===== src/rtl/min_k_timing_filter_defines.svh =====
// ---------------------------------------------------------------------------
// Minimum-K timing filter: assertion macros
// Shared concurrent assertion forms, clocked on clk and disabled in reset.
// ---------------------------------------------------------------------------
`ifndef MIN_K_TIMING_FILTER_DEFINES_SVH
`define MIN_K_TIMING_FILTER_DEFINES_SVH

// Consequent must hold in the same cycle as the antecedent.
`define MKTF_ASSERT_IMPL(name, ante, cons, msg) \
	name: assert property (@(posedge clk) disable iff (!arst_n) (ante) |-> (cons)) \
		else $error(msg);

// Consequent must hold in the cycle after the antecedent.
`define MKTF_ASSERT_NEXT(name, ante, cons, msg) \
	name: assert property (@(posedge clk) disable iff (!arst_n) (ante) |=> (cons)) \
		else $error(msg);

`endif


===== src/rtl/mktf_pkg.sv =====
// ---------------------------------------------------------------------------
// Minimum-K timing filter: package
// Sizes, reset values, engine states and the request record shared by the
// front queue and the filter engine.
// ---------------------------------------------------------------------------
`default_nettype none

package mktf_pkg;

	localparam int SLOTS       = 10;
	localparam int DUR_W       = 32;
	localparam int TOL_W       = 8;
	localparam int KEPT_W      = 4;
	localparam int CNT_W       = $clog2(SLOTS + 1);
	localparam int IDX_W       = (SLOTS > 1) ? $clog2(SLOTS) : 1;
	localparam int SUM_W       = DUR_W + CNT_W;
	localparam int DIV_BITS    = 8;
	localparam int DIV_W       = ((SUM_W + DIV_BITS - 1) / DIV_BITS) * DIV_BITS;
	localparam int DIV_STEPS   = DIV_W / DIV_BITS;
	localparam int STEP_W      = (DIV_STEPS > 1) ? $clog2(DIV_STEPS) : 1;
	localparam int PROD_W      = DUR_W + TOL_W + 1;

	// The queue depth is a power of two so that the pointers wrap naturally.
	localparam int QDEPTH      = 2;
	localparam int QPTR_W      = 1;
	localparam int QCNT_W      = 2;

	localparam logic [TOL_W-1:0] TOL_RESET = 8'd102;

	typedef struct packed {
		logic             valid;
		logic [DUR_W-1:0] duration;
	} req_t;

	typedef enum logic [2:0] {
		ST_IDLE,
		ST_MUL_HI,
		ST_MUL_LO,
		ST_CHECK,
		ST_INSERT,
		ST_SUM,
		ST_DIV,
		ST_DONE
	} state_t;

endpackage

`default_nettype wire


===== src/rtl/min_k_timing_filter.sv =====
// ---------------------------------------------------------------------------
// Minimum-K timing filter
// Keeps the smallest run durations within a tolerance band around their
// running average and reports the average and fill count per request.
// ---------------------------------------------------------------------------
//  Channel  Direction  Handshake            Payload
//  in       input      in_valid/in_ready    duration_us
//  out      output     out_valid/out_ready  rejected, average_us, kept_count
//  cfg      input      cfg_we               cfg_wdata (tolerance)
//
// A rejected request leaves the engine after the band check; a kept one
// goes on through sorted insertion, the serial summation over the slots and
// the five passes of the radix-256 divider.
// The front queue holds two requests while the engine is busy.
// Reset clears the slot valid bits, the average and the queue at once.
// A stalled result holds the engine in its done state; the queue still fills.
// ---------------------------------------------------------------------------
`default_nettype none

module min_k_timing_filter (
	input  wire logic                        clk,
	input  wire logic                        arst_n,
	input  wire logic                        in_valid,
	output logic                             in_ready,
	input  wire logic [mktf_pkg::DUR_W-1:0]  duration_us,
	output logic                             out_valid,
	input  wire logic                        out_ready,
	output logic                             rejected,
	output logic [mktf_pkg::DUR_W-1:0]       average_us,
	output logic [mktf_pkg::KEPT_W-1:0]      kept_count,
	input  wire logic                        cfg_we,
	input  wire logic [mktf_pkg::TOL_W-1:0]  cfg_wdata
);
	import mktf_pkg::*;

	logic [TOL_W-1:0] tol_q;
	req_t             req;
	logic             pop;

	always_ff @(posedge clk or negedge arst_n) begin
		if (!arst_n) begin
			tol_q <= TOL_RESET;
		end else if (cfg_we) begin
			tol_q <= cfg_wdata;
		end
	end

	mktf_front u_front (
		.clk         (clk),
		.arst_n      (arst_n),
		.in_valid    (in_valid),
		.in_ready    (in_ready),
		.duration_us (duration_us),
		.req         (req),
		.pop         (pop)
	);

	mktf_engine u_engine (
		.clk        (clk),
		.arst_n     (arst_n),
		.req        (req),
		.pop        (pop),
		.tol        (tol_q),
		.out_ready  (out_ready),
		.out_valid  (out_valid),
		.rejected   (rejected),
		.average_us (average_us),
		.kept_count (kept_count)
	);

endmodule

`default_nettype wire


===== src/rtl/mktf_front.sv =====
// ---------------------------------------------------------------------------
// Minimum-K timing filter: front queue
// Accepts duration requests and holds them in a short queue until the
// filter engine takes them.
// ---------------------------------------------------------------------------
`default_nettype none

module mktf_front (
	input  wire logic                       clk,
	input  wire logic                       arst_n,
	input  wire logic                       in_valid,
	output logic                            in_ready,
	input  wire logic [mktf_pkg::DUR_W-1:0] duration_us,
	output mktf_pkg::req_t                  req,
	input  wire logic                       pop
);
	import mktf_pkg::*;

	logic [DUR_W-1:0]  mem_q [QDEPTH];
	logic [QPTR_W-1:0] wr_ptr_q;
	logic [QPTR_W-1:0] rd_ptr_q;
	logic [QCNT_W-1:0] count_q;
	logic              push;
	logic              take;

	assign in_ready     = (count_q != QCNT_W'(QDEPTH));
	assign push         = in_valid && in_ready;
	assign req.valid    = (count_q != '0);
	assign req.duration = mem_q[rd_ptr_q];
	assign take         = pop && req.valid;

	always_ff @(posedge clk) begin
		if (push) begin
			mem_q[wr_ptr_q] <= duration_us;
		end
	end

	always_ff @(posedge clk or negedge arst_n) begin
		if (!arst_n) begin
			wr_ptr_q <= '0;
			rd_ptr_q <= '0;
			count_q  <= '0;
		end else begin
			if (push) begin
				wr_ptr_q <= wr_ptr_q + 1'b1;
			end
			if (take) begin
				rd_ptr_q <= rd_ptr_q + 1'b1;
			end
			if (push && !take) begin
				count_q <= count_q + 1'b1;
			end else if (take && !push) begin
				count_q <= count_q - 1'b1;
			end
		end
	end

endmodule

`default_nettype wire


===== src/rtl/mktf_engine.sv =====
// ---------------------------------------------------------------------------
// Minimum-K timing filter: filter engine
// Band test against the running average, sorted insertion into the slot
// list, serial summation, radix-256 division and the result register.
// ---------------------------------------------------------------------------
`default_nettype none
`include "min_k_timing_filter_defines.svh"

module mktf_engine (
	input  wire logic                        clk,
	input  wire logic                        arst_n,
	input  wire mktf_pkg::req_t              req,
	output logic                             pop,
	input  wire logic [mktf_pkg::TOL_W-1:0]  tol,
	input  wire logic                        out_ready,
	output logic                             out_valid,
	output logic                             rejected,
	output logic [mktf_pkg::DUR_W-1:0]       average_us,
	output logic [mktf_pkg::KEPT_W-1:0]      kept_count
);
	import mktf_pkg::*;

	state_t             state_q;
	state_t             state_d;

	logic [DUR_W-1:0]   d_q;
	logic [DUR_W-1:0]   avg_q;
	logic [PROD_W-1:0]  hi_q;
	logic [PROD_W-1:0]  lo_q;
	logic               rej_q;
	logic [DUR_W-1:0]   slot_q [SLOTS];
	logic [SLOTS-1:0]   valid_q;
	logic [CNT_W-1:0]   cnt_q;
	logic [IDX_W-1:0]   idx_q;
	logic [SUM_W-1:0]   sum_q;
	logic [DIV_W-1:0]   dq_q;
	logic [CNT_W-1:0]   rem_q;
	logic [STEP_W-1:0]  step_q;
	logic               out_valid_q;
	logic               out_rej_q;
	logic [DUR_W-1:0]   out_avg_q;
	logic [KEPT_W-1:0]  out_kept_q;

	logic               load_out;
	logic [TOL_W:0]     mul_a;
	logic [PROD_W-1:0]  prod;
	logic [PROD_W-1:0]  scaled;
	logic               reject;
	logic [SLOTS-1:0]   lt;
	logic [SLOTS-1:0]   first;
	logic [DUR_W-1:0]   prev_slot [SLOTS];
	logic [SLOTS-1:0]   prev_valid;
	logic [DUR_W-1:0]   slot_n [SLOTS];
	logic [SLOTS-1:0]   valid_n;
	logic [SUM_W-1:0]   sum_n;
	logic [DIV_W-1:0]   dq_n;
	logic [CNT_W-1:0]   rem_n;
	logic               sum_last;
	logic               div_last;

	assign sum_last = (idx_q == IDX_W'(SLOTS - 1));
	assign div_last = (step_q == STEP_W'(DIV_STEPS - 1));

	// One shared multiplier forms the upper and then the lower band limit.
	assign mul_a  = (state_q == ST_MUL_HI) ? {1'b1, tol}
	                                       : ((TOL_W + 1)'(256) - {1'b0, tol});
	assign prod   = PROD_W'(mul_a) * PROD_W'(avg_q);
	assign scaled = PROD_W'({d_q, 8'h00});
	assign reject = (scaled > hi_q) || (scaled < lo_q);

	always_comb begin
		prev_slot[0]  = d_q;
		prev_valid[0] = 1'b1;
		for (int i = 1; i < SLOTS; i++) begin
			prev_slot[i]  = slot_q[i-1];
			prev_valid[i] = valid_q[i-1];
		end
		for (int i = 0; i < SLOTS; i++) begin
			lt[i] = !valid_q[i] || (d_q < slot_q[i]);
		end
		first[0] = lt[0];
		for (int i = 1; i < SLOTS; i++) begin
			first[i] = lt[i] && !lt[i-1];
		end
		for (int i = 0; i < SLOTS; i++) begin
			if (first[i]) begin
				slot_n[i]  = d_q;
				valid_n[i] = 1'b1;
			end else if (lt[i]) begin
				slot_n[i]  = prev_slot[i];
				valid_n[i] = prev_valid[i];
			end else begin
				slot_n[i]  = slot_q[i];
				valid_n[i] = valid_q[i];
			end
		end
	end

	assign sum_n = sum_q + (valid_q[idx_q] ? SUM_W'(slot_q[idx_q]) : '0);

	always_comb begin
		logic [CNT_W:0] trial;
		rem_n = rem_q;
		dq_n  = dq_q;
		for (int k = 0; k < DIV_BITS; k++) begin
			trial = {rem_n, dq_n[DIV_W-1]};
			dq_n  = {dq_n[DIV_W-2:0], 1'b0};
			if (trial >= {1'b0, cnt_q}) begin
				rem_n   = CNT_W'(trial - {1'b0, cnt_q});
				dq_n[0] = 1'b1;
			end else begin
				rem_n   = trial[CNT_W-1:0];
			end
		end
	end

	always_comb begin
		state_d = state_q;
		unique case (state_q)
			ST_IDLE: begin
				if (req.valid) begin
					state_d = ST_MUL_HI;
				end
			end
			ST_MUL_HI: state_d = ST_MUL_LO;
			ST_MUL_LO: state_d = ST_CHECK;
			ST_CHECK: begin
				state_d = reject ? ST_DONE : ST_INSERT;
			end
			ST_INSERT: state_d = ST_SUM;
			ST_SUM: begin
				if (sum_last) begin
					state_d = ST_DIV;
				end
			end
			ST_DIV: begin
				if (div_last) begin
					state_d = ST_DONE;
				end
			end
			ST_DONE: begin
				if (!out_valid_q || out_ready) begin
					state_d = ST_IDLE;
				end
			end
			default: state_d = ST_IDLE;
		endcase
	end

	always_comb begin
		pop      = 1'b0;
		load_out = 1'b0;
		unique case (state_q)
			ST_IDLE: pop      = req.valid;
			ST_DONE: load_out = !out_valid_q || out_ready;
			default: begin
				pop      = 1'b0;
				load_out = 1'b0;
			end
		endcase
	end

	always_ff @(posedge clk or negedge arst_n) begin
		if (!arst_n) begin
			state_q     <= ST_IDLE;
			avg_q       <= '0;
			valid_q     <= '0;
			cnt_q       <= '0;
			out_valid_q <= 1'b0;
		end else begin
			state_q <= state_d;
			if (pop && (cnt_q == '0)) begin
				avg_q <= req.duration;
			end
			if (state_q == ST_INSERT) begin
				valid_q <= valid_n;
				if ((|lt) && !valid_q[SLOTS-1]) begin
					cnt_q <= cnt_q + 1'b1;
				end
			end
			if ((state_q == ST_DIV) && div_last) begin
				avg_q <= dq_n[DUR_W-1:0];
			end
			if (load_out) begin
				out_valid_q <= 1'b1;
			end else if (out_ready) begin
				out_valid_q <= 1'b0;
			end
		end
	end

	always_ff @(posedge clk) begin
		if (pop) begin
			d_q <= req.duration;
		end
		if (state_q == ST_MUL_HI) begin
			hi_q <= prod;
		end
		if (state_q == ST_MUL_LO) begin
			lo_q <= prod;
		end
		if (state_q == ST_CHECK) begin
			rej_q <= reject;
		end
		if (state_q == ST_INSERT) begin
			for (int i = 0; i < SLOTS; i++) begin
				slot_q[i] <= slot_n[i];
			end
			idx_q <= '0;
			sum_q <= '0;
		end
		if (state_q == ST_SUM) begin
			idx_q <= idx_q + 1'b1;
			sum_q <= sum_n;
			if (sum_last) begin
				dq_q   <= DIV_W'(sum_n);
				rem_q  <= '0;
				step_q <= '0;
			end
		end
		if (state_q == ST_DIV) begin
			dq_q   <= dq_n;
			rem_q  <= rem_n;
			step_q <= step_q + 1'b1;
		end
		if (load_out) begin
			out_rej_q  <= rej_q;
			out_avg_q  <= avg_q;
			out_kept_q <= KEPT_W'(cnt_q);
		end
	end

	assign out_valid  = out_valid_q;
	assign rejected   = out_rej_q;
	assign average_us = out_avg_q;
	assign kept_count = out_kept_q;

	`MKTF_ASSERT_IMPL(a_cnt_matches, 1'b1, cnt_q == CNT_W'($countones(valid_q)), "count and valid bits disagree")
	`MKTF_ASSERT_IMPL(a_valid_prefix, 1'b1, ((valid_q >> 1) & ~valid_q) == '0, "filled slots are not a prefix")
	`MKTF_ASSERT_IMPL(a_out_from_done, $rose(out_valid_q), $past(state_q == ST_DONE), "result loaded outside the done state")
	`MKTF_ASSERT_NEXT(a_cnt_grows, state_q == ST_INSERT, cnt_q >= $past(cnt_q), "slot count fell on insertion")

endmodule

`default_nettype wire

===== config.mk =====
export PLATFORM = sky130hd
export DESIGN_NAME = min_k_timing_filter
export DESIGN_NICKNAME = d
export VERILOG_FILES = /design/src/rtl/mktf_pkg.sv /design/src/rtl/min_k_timing_filter.sv /design/src/rtl/mktf_front.sv /design/src/rtl/mktf_engine.sv
export VERILOG_INCLUDE_DIRS = /design/src /design/src/rtl
export SDC_FILE = /design/constraint.sdc
export NUM_CORES = 2
export LEC_CHECK = 0
export BUFFER_PORTS_ARGS = -buffer_cell sky130_fd_sc_hd__buf_4
export CORE_ASPECT_RATIO = 1.4
export CORE_MARGIN = 5
export CORE_UTILIZATION = 60
export CTS_BUF_LIST = sky130_fd_sc_hd__clkbuf_8
export DETAILED_ROUTE_END_ITERATION = 8
export PLACE_DENSITY = 0.8
export SLEW_MARGIN = 10
export SYNTH_ARGS = -nofsm -noshare
export SYNTH_HDL_FRONTEND = slang
export SYNTH_HIERARCHICAL = 1
export SYNTH_SLANG_ARGS = --single-unit
export TNS_END_PERCENT = 5

===== constraint.sdc =====
create_clock -name clk -period 14 [get_ports clk]
set_input_delay 0.7 -clock clk [delete_from_list [all_inputs] [get_ports clk]]
set_output_delay 0.7 -clock clk [all_outputs]
set_load 0.02 [all_outputs]

==> key figures <==
Final layout
  – Synth-to-layout area growth: 8.67%
  – Share of cells above drive strength 1: 0.174
  – Final instance area: 54400 sq um
  – Fin nets: 5265

STA
  – Clock skew: 33.9 ps
  – Final setup vio count: 0
  – Max transition margin: 0.200
  – Endpoints failing hold: 0
  – Worst Tran Pin Value: 1200 ps
  – Slew Limit Fails: 0
  – RSZ-0062 raised after global routing: false
  – Final worst path period share: 0.929
  – Setup TNS: 0 ps
  – Crit path time final: 13010 ps
  – Min Hold Slack: 142 ps
  – Fmax: 76.9 MHz

Placed design
  – Number of I/O port buffers: 83
  – Post-Place Cell Area: 52200 sq um
  – Gp weighted congestion: 0.938
  – Detailed Place HPWL: 98700 microns

Worst hold path
  – Worst min-delay path category: in2reg

Clock tree
  – Root buf cell: clkbuf_8
  – CTS max path bufs: 3
  – CTS buffer count: 106
  – Clock-pin transition on the worst setup and hold timing paths: 60 ps
  – H-tree Lvls: 3
  – Num Clock Sinks: 689
  – Clk Latency, worst-skew pair: 750 ps
  – CTS tree: built

Die
  – Core Region: 82900 sq um
  – Row cnt: 125
  – Die ar.: 89500 sq um
  – Initial Util: 0.604
  – Die width: 254 microns
  – DIE HEIGHT: 352 microns
  – I/O pins: 84

Global route
  – Largest net degree at the start of global routing: 65
  – Total track usage: 0.303
  – Vias in the first global route: 36418
  – GR Overflow Total: 0
  – First-pass GRT wire length: 209000 microns
  – Initial antenna violation count: 3

Routing
  – DR pass1 iterations: 6
  – DRC viols: 0
  – Vias per cell: 6.18
  – Avg WL per Cell: 24.2 microns
  – Final WL: 137000 microns
  – Via count: 34981
  – DRT iter0 DRCs: 2861
  – Antenna-violating nets left: 0

Setup path
  – Element type at the critical path end: flop
  – Startpoint Class: flop
  – Worst endpoint data arrival time: 13460 ps
  – Worst endpoint required time: 14460 ps
  – Max incr delay on CP: 410 ps
  – Crit-path slowest cell: dfrtp_2
  – Worst reg-to-reg setup slack: 990 ps
  – Most used cell along the critical path: ha_1
  – Crit Path Category: reg2reg
  – Worst-path fanout max: 14

Logic synthesis
  – Syn Std Cell Area: 50100 sq um
  – Synth Area in Adders: 0.215
  – Netlist cell types: 91
  – Synth Area in Compound Gates: 0.0938
  – Largest family of logic cells by synthesized area: adder cells
  – Post-Synth XOR/XNOR Area: 0.0164
  – Synth Instances: 4377
  – Top_reg_cell synth: edfxtp_1
  – Mux contribution to synthesized area: 0.117
  – EDFF count, synth: 623
  – Post-Syn Area per Cell: 11.4 sq um
  – Post-synth ARST share: 0.0900
  – Yosys reg bits: 689
  – Mapped Nets: 5150
  – Post-Synth Simple-Gate Area: 0.0938
  – Synth warnings: 6
  – Sequential share of the synthesized area: 0.406

Status
  – Status: finished clean

Job
  – Number of max-cap violations: 0
[final timing paths]
check,startpoint,endpoint,cells past startpoint
max,u_engine/cnt_q[2],u_engine/rem_q[0],66
min,duration_us[15],u_front/mem_q[1][15],1
max reg2reg,u_engine/cnt_q[2],u_engine/rem_q[0],66
min reg2reg,u_engine/rej_q,u_engine/rejected,0
max in group asynchronous,arst_n,u_front/rd_ptr_q,3
min in group asynchronous,arst_n,tol_q[0],2
[flip-flops by register name, indices dropped and copies added, names as in the netlist, 4 cells and up, named ones only]
signal and count:
u_engine/slot_q 320, u_engine/cnt_q 4, u_engine/idx_q 4, u_engine/lo_q 41, u_engine/rem_q 4, tol_q 8
u_front/mem_q 64, u_engine/dq_q 40, u_engine/avg_q 32, u_engine/average_us 32, u_engine/d_q 32, u_engine/valid_q 10
u_engine/sum_q 36, u_engine/kept_count 4, u_engine/hi_q 41
[per-layer routing]
metal | GRT usage | part of all wire | wire length [microns] | up-vias
met4 | 0.204 | 0.082 | 11200 | 4
li1 | - | - | - | 15736
met3 | 0.0499 | 0.068 | 9310 | 438
met2 | 0.506 | 0.49 | 67100 | 1543
met5 | 0 | 0.00024 | 33 | -
met1 | 0.357 | 0.36 | 49100 | 17260
[worst max-delay path, delay by kind of cell (launching register included)]
kind	cells	cell delay (ps)
AO/OA/AOI/OAI	34	5650
adder cells (fa/ha/maj)	8	2380
buffers and inverters	5	340
flip-flops	1	410
multiplexers	4	1340
AND/OR/NAND/NOR	15	2580
[synth_stat cells (11+ instances only)]
library cell    n  area share
nand2_1       326       0.024
fa_1          220       0.088
o21a_1         15      0.0022
mux2_4         39       0.012
and3_1         13      0.0016
inv_1         587       0.044
clkbuf_1       92      0.0069
dfrtp_1        58       0.029
nand2b_1       69      0.0086
buf_1          39      0.0029
nand3_1        32      0.0032
buf_2          27      0.0027
mux2i_1        44      0.0088
o21bai_1       16      0.0024
xor2_1         30      0.0052
a21o_1        160       0.024
edfxtp_1      623        0.37
a211oi_1       70       0.010
o211ai_1       11      0.0016
and2_1         25      0.0031
a21oi_1       171       0.017
nor2b_1       167       0.021
mux4_2         66       0.030
a31oi_1        35      0.0044
o21ai_0       128       0.013
xnor2_1        64       0.011
ha_1          508        0.13
mux2_2        286       0.064
nand4_1        58      0.0072
nor3_1         21      0.0021
nor2_1        189       0.014
[repair_timing]
item                       CTS  global route
gates resized for setup      0            16
buffers inserted             0             4
hold buffers                 1             0
setup endpoints to repair    0             6
hold endpoints to repair    22             0
[cells by family after synthesis]
group,after synthesis
AO/OA/AOI/OAI,712
XOR/XNOR,94
adder cells (fa/ha/maj),728
buffers and inverters,751
flip-flops,689
multiplexers,445
AND/OR/NAND/NOR,958
[placed cells by master (no fill, tap or decap), types with 58 or more instances in the layout]
cell type / n
edfxtp_1: 623
inv_1: 615
ha_1: 508
nand2_1: 326
mux2_2: 286
fa_1: 220
nor2_1: 179
buf_4: 170
nor2b_1: 167
a21oi_1: 166
a21o_1: 160
o21ai_0: 126
clkbuf_8: 114
nand2b_1: 69
a211oi_1: 69
mux4_2: 66
xnor2_1: 61
nand4_1: 58
[cell type report]
| type | count | area (sq um) |
|---|---|---|
| inverters | 587 | 2200 |
| multi-input cells | 2937 | 27100 |
| diodes | 1 | 2.50 |
| well taps | 1079 | 1350 |
| fillers | 6173 | 28400 |
| clock inverters | 83 | 587 |
| clock buffers | 114 | 1570 |
| flip-flops and latches | 689 | 20400 |
| repair buffers | 171 | 1290 |
[through the flow]
| step | worst slack [ps] | utilization | instances |
|---|---|---|---|
| floorplan | 647 | - | 4377 |
| global placement | 241 | 0.630 | 5458 |
| detailed placement | 270 | 0.630 | 5458 |
| CTS | 210 | 0.656 | 5656 |
| global route | 53.0 | 0.657 | 5661 |
| finish | 994 | 0.657 | 5661 |
Power is not shown: default switching activity piles up to over one toggle a cycle in this logic, so the estimate is an artifact.
